===== src/hdl/tkt_pkg.sv =====
// ---------------------------------------------------------------------------
// tkt_pkg: shared types and constants of the top-k tracker
// Field widths, mode codes and the command/status groups between the
// controller and the datapath.
// ---------------------------------------------------------------------------
`default_nettype none

package tkt_pkg;

    localparam int CNT_W           = 5;
    localparam int ID_W            = 32;
    localparam int KEY_W           = 63;
    localparam int MODE_W          = 2;
    localparam int MAX_ENTRIES_DEF = 16;
    localparam logic [CNT_W-1:0] CAP_RESET = CNT_W'(16);

    typedef enum logic [MODE_W-1:0] {
        MODE_INSERT = 2'd0,
        MODE_CLEAR  = 2'd1,
        MODE_DUMP   = 2'd2,
        MODE_NOP    = 2'd3
    } t_mode;

    typedef enum logic {
        OSEL_STEP  = 1'b0,
        OSEL_ENTRY = 1'b1
    } t_osel;

    typedef struct packed {
        logic  do_insert;
        logic  do_clear;
        logic  out_load;
        t_osel out_sel;
        logic  idx_clr;
        logic  idx_inc;
    } t_cmd;

    typedef struct packed {
        logic fill_zero;
        logic idx_last;
    } t_stat;

    typedef struct packed {
        logic             accepted;
        logic [CNT_W-1:0] held_count;
        logic [KEY_W-1:0] min_key;
        logic             out_valid;
        logic [ID_W-1:0]  out_id;
        logic [KEY_W-1:0] out_key;
        logic             last;
    } t_result;

endpackage

`default_nettype wire


===== src/hdl/tkt_ctrl.sv =====
// ---------------------------------------------------------------------------
// tkt_ctrl: sequencer of the top-k tracker
// Decodes the mode, steps a dump through the entries, owns result valid.
// ---------------------------------------------------------------------------
`default_nettype none

module tkt_ctrl
    import tkt_pkg::*;
(
    input  wire logic              i_clk,
    input  wire logic              i_rst_n,
    input  wire logic              i_valid,
    input  wire logic [MODE_W-1:0] i_mode,
    output logic                   o_ready,
    input  wire logic              i_out_ready,
    output logic                   o_out_valid,
    output t_cmd                   o_cmd,
    input  wire t_stat             i_stat
);

    typedef enum logic {
        S_IDLE,
        S_DUMP
    } t_state;

    t_state r_state, n_state;
    logic   r_out_valid, n_out_valid;
    logic   slot_free;
    t_cmd   cmd;

    assign slot_free = !r_out_valid || i_out_ready;

    always_comb begin
        cmd         = '0;
        cmd.out_sel = OSEL_STEP;
        n_state     = r_state;
        case (r_state)
            S_IDLE: begin
                if (i_valid && slot_free) begin
                    case (t_mode'(i_mode))
                        MODE_INSERT: begin
                            cmd.do_insert = 1'b1;
                            cmd.out_load  = 1'b1;
                        end
                        MODE_CLEAR: begin
                            cmd.do_clear = 1'b1;
                            cmd.out_load = 1'b1;
                        end
                        MODE_DUMP: begin
                            if (i_stat.fill_zero) begin
                                cmd.out_load = 1'b1;
                            end else begin
                                cmd.idx_clr = 1'b1;
                                n_state     = S_DUMP;
                            end
                        end
                        default: begin
                            cmd.out_load = 1'b1;
                        end
                    endcase
                end
            end
            S_DUMP: begin
                if (slot_free) begin
                    cmd.out_load = 1'b1;
                    cmd.out_sel  = OSEL_ENTRY;
                    cmd.idx_inc  = 1'b1;
                    if (i_stat.idx_last) begin
                        n_state = S_IDLE;
                    end
                end
            end
            default: begin
                n_state = S_IDLE;
            end
        endcase
        if (cmd.out_load) begin
            n_out_valid = 1'b1;
        end else if (i_out_ready) begin
            n_out_valid = 1'b0;
        end else begin
            n_out_valid = r_out_valid;
        end
    end

    always_ff @(posedge i_clk) begin
        if (!i_rst_n) begin
            r_state     <= S_IDLE;
            r_out_valid <= 1'b0;
        end else begin
            r_state     <= n_state;
            r_out_valid <= n_out_valid;
        end
    end

    assign o_ready     = (r_state == S_IDLE) && slot_free;
    assign o_out_valid = r_out_valid;
    assign o_cmd       = cmd;

endmodule

`default_nettype wire


===== config.mk =====
export PLATFORM = sky130hd
export DESIGN_NAME = tkt_ctrl
export DESIGN_NICKNAME = d
export VERILOG_FILES = /design/src/hdl/tkt_pkg.sv /design/src/hdl/tkt_ctrl.sv
export SDC_FILE = /design/constraint.sdc
export NUM_CORES = 1
export LEC_CHECK = 0
export BUFFER_PORTS_ARGS = -buffer_cell sky130_fd_sc_hd__buf_2
export CAP_MARGIN = 15
export CORE_AREA = 4 4 41 43
export CTS_BUF_LIST = sky130_fd_sc_hd__clkbuf_4
export DETAILED_ROUTE_END_ITERATION = 12
export DIE_AREA = 0 0 45 47
export GPL_ROUTABILITY_DRIVEN = 0
export HOLD_SLACK_MARGIN = 0.03
export PLACE_DENSITY = 0.32
export SETUP_SLACK_MARGIN = 0.2
export SYNTH_ARGS = -nofsm -noshare
export SYNTH_HDL_FRONTEND = slang
export SYNTH_SLANG_ARGS = --single-unit

===== constraint.sdc =====
create_clock -name i_clk -period 1.3 [get_ports i_clk]
set_input_delay 0.065 -clock i_clk [delete_from_list [all_inputs] [get_ports i_clk]]
set_output_delay 0.065 -clock i_clk [all_outputs]
set_load 0.05 [all_outputs]

==> results.txt <==
Hold repair after CTS inserted 0 buffers. Data on the critical path is required at its endpoint by 1240 ps. The number of nets at the end of the flow was 51; the post-route clock period utilization was 103%.

The first global-routing pass estimated 1080 µm of wire. Counting every net in the synthesized netlist gives 26. The tool flagged a number of max-cap violations equal to 0.

Averaged over all synthesized cells, the footprint is 9.45 µm². Traced cell by cell, the critical path runs through and2b_4 > nor4b_4 > buf_6. The type of destination of the critical path was a primary output. In this run the power spent charging and discharging nets is 0.000125 W. For this run, design rule violations remaining after detail routing come to 0.

Of the post-synthesis cell area, the part taken by muxes is 0%. For the initial core utilization, the log shows 13.1%. The routed length per placed instance is 11.8 µm, and the final setup TNS is -88.2 ps. The library cells used most frequently in the layout, excluding fill and tap cells, are 8 x buf_2, 5 x buf_6, 5 x buf_4. The minimum clock period is 1330 ps, and the post-route clock skew is 14.0 ps. The run gives 11.3% as the met2 global-route usage. The floorplan step defined a die boundary enclosing 2120 µm².

The switching portion of total power is 32.0%. The Yosys step of the flow raised 0 warnings. The tightest min-delay check is of the input pin to flip-flop type. The number of global-route vias before repair was 257. Buffers placed on the I/O ports in this run total 15. Combinational cells account for 36.2% of the total power. The area share of the largest cell type after synthesis came out at 23.5%. Dividing total power by cell area gives a power density of 909 nW/µm². At the pin with the least slew margin, the transition time is 259 ps. The share of cells above drive strength 1 is 85.7%, and the maximum level of the CTS H-tree is 1. For this run, global-route usage on met1 was measured as 8.13%. The checks that failed: negative setup slack. Summing the areas of all fa, ha and maj instances in the mapped netlist gives 0% of the synthesized area. The remaining antenna violation count was 0; the maximum vdd drop was 422 µV. The remaining max-slew budget at the tightest pin was 82.7%; the detailed router's first-iteration violation count was 1. TritonCTS created 3 clock buffers.

The initialized floorplan defines 13 standard-cell rows. The worst register-to-register path ends at r_state. The total buffers and inverters traversed by the critical path came out at 1. The worst setup path is of the flip-flop to primary output kind. Counting instances, the worst hold path has a depth of 2. The standard cell with the maximum stage delay on the critical path was dfxtp_4. The startpoint of the worst hold path was i_rst_n. The cell count after synthesis came out at 18. Combinational family with the most area after synthesis: simple AND/OR/NAND/NOR gates. Detailed placement ended at an HPWL of 439 µm.

The share of the Yosys chip area taken by registers is 23.5%. Data on the critical path arrives at its endpoint at 1270 ps. The clock-pin slew of the registers on the worst-case setup and hold paths works out to 40 ps. The tools report the hold-critical path endpoint as r_state.

The logs give 0 for the overall overflow remaining after global route and 7.72% for the global routing usage summed across all routing layers. The run gives 1300 µm² as the standard cell core area. Ranked by total cell area, the synthesized netlist is headed by dfxtp_1 24%, nor4b_4 14%, buf_4 8.8%, o21a_1 8.8%, and4bb_2 7.4%. The number of antenna diodes in the final layout is 0.

Using the TritonRoute via totals, the vias-per-cell ratio works out to 4.00. The cell sitting at the root of the clock tree is a clkbuf_4. The run gives 2 as the number of search-and-repair iterations in the first detailed-routing pass.

dfxtp_1 takes more of the synthesized area than any other cell. The run gives 14 as the count of unique library cells instantiated by Yosys. The tools report the kind of start point of the critical path as a flip-flop. For the worst-skew pair, the clock arrives at the later sink with an insertion delay of 240 ps. For met3 alone, demand over resource in global routing was 4.98%. Measured in cells, the most critical reg-to-reg path has a length of 5.

Counting flops and latches in the post-synthesis netlist gives 2. The library cell used most frequently in the layout, excluding fill and tap cells, is buf_2. The internal power was 0.000266 W; the area fraction in compound gates after synthesis was 16.2%.

The horizontal extent of the die works out to 45 µm. The worst reg2reg path startpoint was o_out_valid. Summing the areas of all xor and xnor instances in the mapped netlist gives 0% of the synthesized area. The basic-gate share of the synthesized area counting and, or, nand and nor cells was 49.3%. For the worst-case register-to-register setup slack, the log shows 90 ps. In this run, the clock network consumes 46.5% of the power.

Setup violations remaining at the end of the flow were counted as 3. The final worst-path setup slack is -34.3 ps. The largest stage delay on the critical path is 330 ps, and the deepest clock path buffer count is 2. For the count of pins over their slew limit, the log shows 0.

The mapped netlist covers 170 µm². Summed over all cells, the static leakage comes to 0.204 nW. The vertical die dimension works out to 47 µm. Summed over all layers, the routed wires come to 671 µm. Setup repair after global routing could not meet its margin everywhere. For this block, the via count after detailed routing is 228. The logs give 0 for the final hold violation count and 17.3% for the sequential fraction of design power. The flow ran to the end, but the final reports show violations. The pin count of the biggest net entering global routing was 6; the highest fanout seen on the critical path was 4. The worst hold-check slack was 72.5 ps.

The run gives 749 MHz as the highest clock frequency the design can meet. The layer flagged by global routing as most heavily used is met2. Grouping stages by cell kind, the critical path spends the most delay in simple AND/OR/NAND/NOR gates. For this design the top-level I/O count stands at 16. Number of antenna violations at the first check in global routing: 0. TritonCTS built the clock tree. The relative area change from synthesis to final layout was 153%; the number of clock sinks was 2.
==> worst reg2reg max path, cell delays in order (launching register included) <==
cell and delay [ps]:
dfxtp_4 330, and2b_4 190, buf_4 140, buf_6 110, o21a_1 160, o21a_1 160
==> power groups by stage <==
stage	registers, W	logic (W)	clock network [W]
floorplan	0.0000763	0.0000661	0
global placement	0.0000678	0.0000963	0
detailed placement	0.0000678	0.0000972	0
CTS	0.0000676	0.000141	0.000191
global route	0.0000681	0.000149	0.000205
finish	0.0000677	0.000142	0.000182
==> Yosys cell counts, drive strengths merged <==
cell and count:
buf 2, dfxtp 2, nor2 2, o21a 2, a21boi 1, a21oi 1, and2b 1, and4b 1
and4bb 1, inv 1, nand2 1, nor2b 1, nor4b 1, or3b 1
==> logic make-up (layout without fill, tap and decap cells) <==
logic type / after synthesis / after routing
compound gates: 4 / 4
buf+inv: 3 / 27
flops: 2 / 2
simple gates: 9 / 9
==> area by class of cell <==
class	instances	area (µm²)
Clock buffer	4	30.0
Fill cell	152	871
Inverter	1	3.75
Multi-Input combinational cell	13	139
Sequential cell	2	45.0
Tap cell	15	18.8
Timing Repair Buffer	22	194
==> sequential cells by signal, indices dropped and copies added, names as in the netlist <==
signal / count
r_state: 1
o_out_valid: 1
==> worst max-delay path by stage <==
stage | start | end | slack [ps] | cells past startpoint
after floorplan | o_out_valid | r_state | -220 | 3
after global placement | o_out_valid | o_cmd[4] | 60 | 4
after detailed placement | o_out_valid | o_cmd[4] | 40 | 4
after CTS | o_out_valid | o_cmd[5] | -50 | 4
after global routing | o_out_valid | o_cmd[5] | -100 | 4
final | o_out_valid | o_cmd[1] | -30 | 3
==> what timing repair did <==
action | 4_1_cts | 5_1_grt
buffers inserted | 7 | 0
pin swaps | 2 | 2
resized for setup | 24 | 1
setup endpoints to repair | 7 | 8
hold endpoints to repair | 0 | 0
==> metal layers <==
metal  vias up  wire [µm]
met3         2         65
met2        13        318
met1       102        279
met4         0          8
li1        111          -
met5         -          0
==> per-stage QoR <==
stage | worst slack (ps) | instances | total power (W) | utilization (%) | cell area (µm²)
CTS | -49.5 | 57 | 0.000399 | 32.8 | 427
global placement | 60.5 | 46 | 0.000164 | 20.5 | 267
global route | -95.0 | 57 | 0.000422 | 33.1 | 430
detailed placement | 42.3 | 46 | 0.000165 | 20.5 | 267
finish | -34.3 | 57 | 0.000391 | 33.1 | 430
floorplan | -223 | 18 | 0.000142 | - | 188
(Power assumes the default switching activity.)
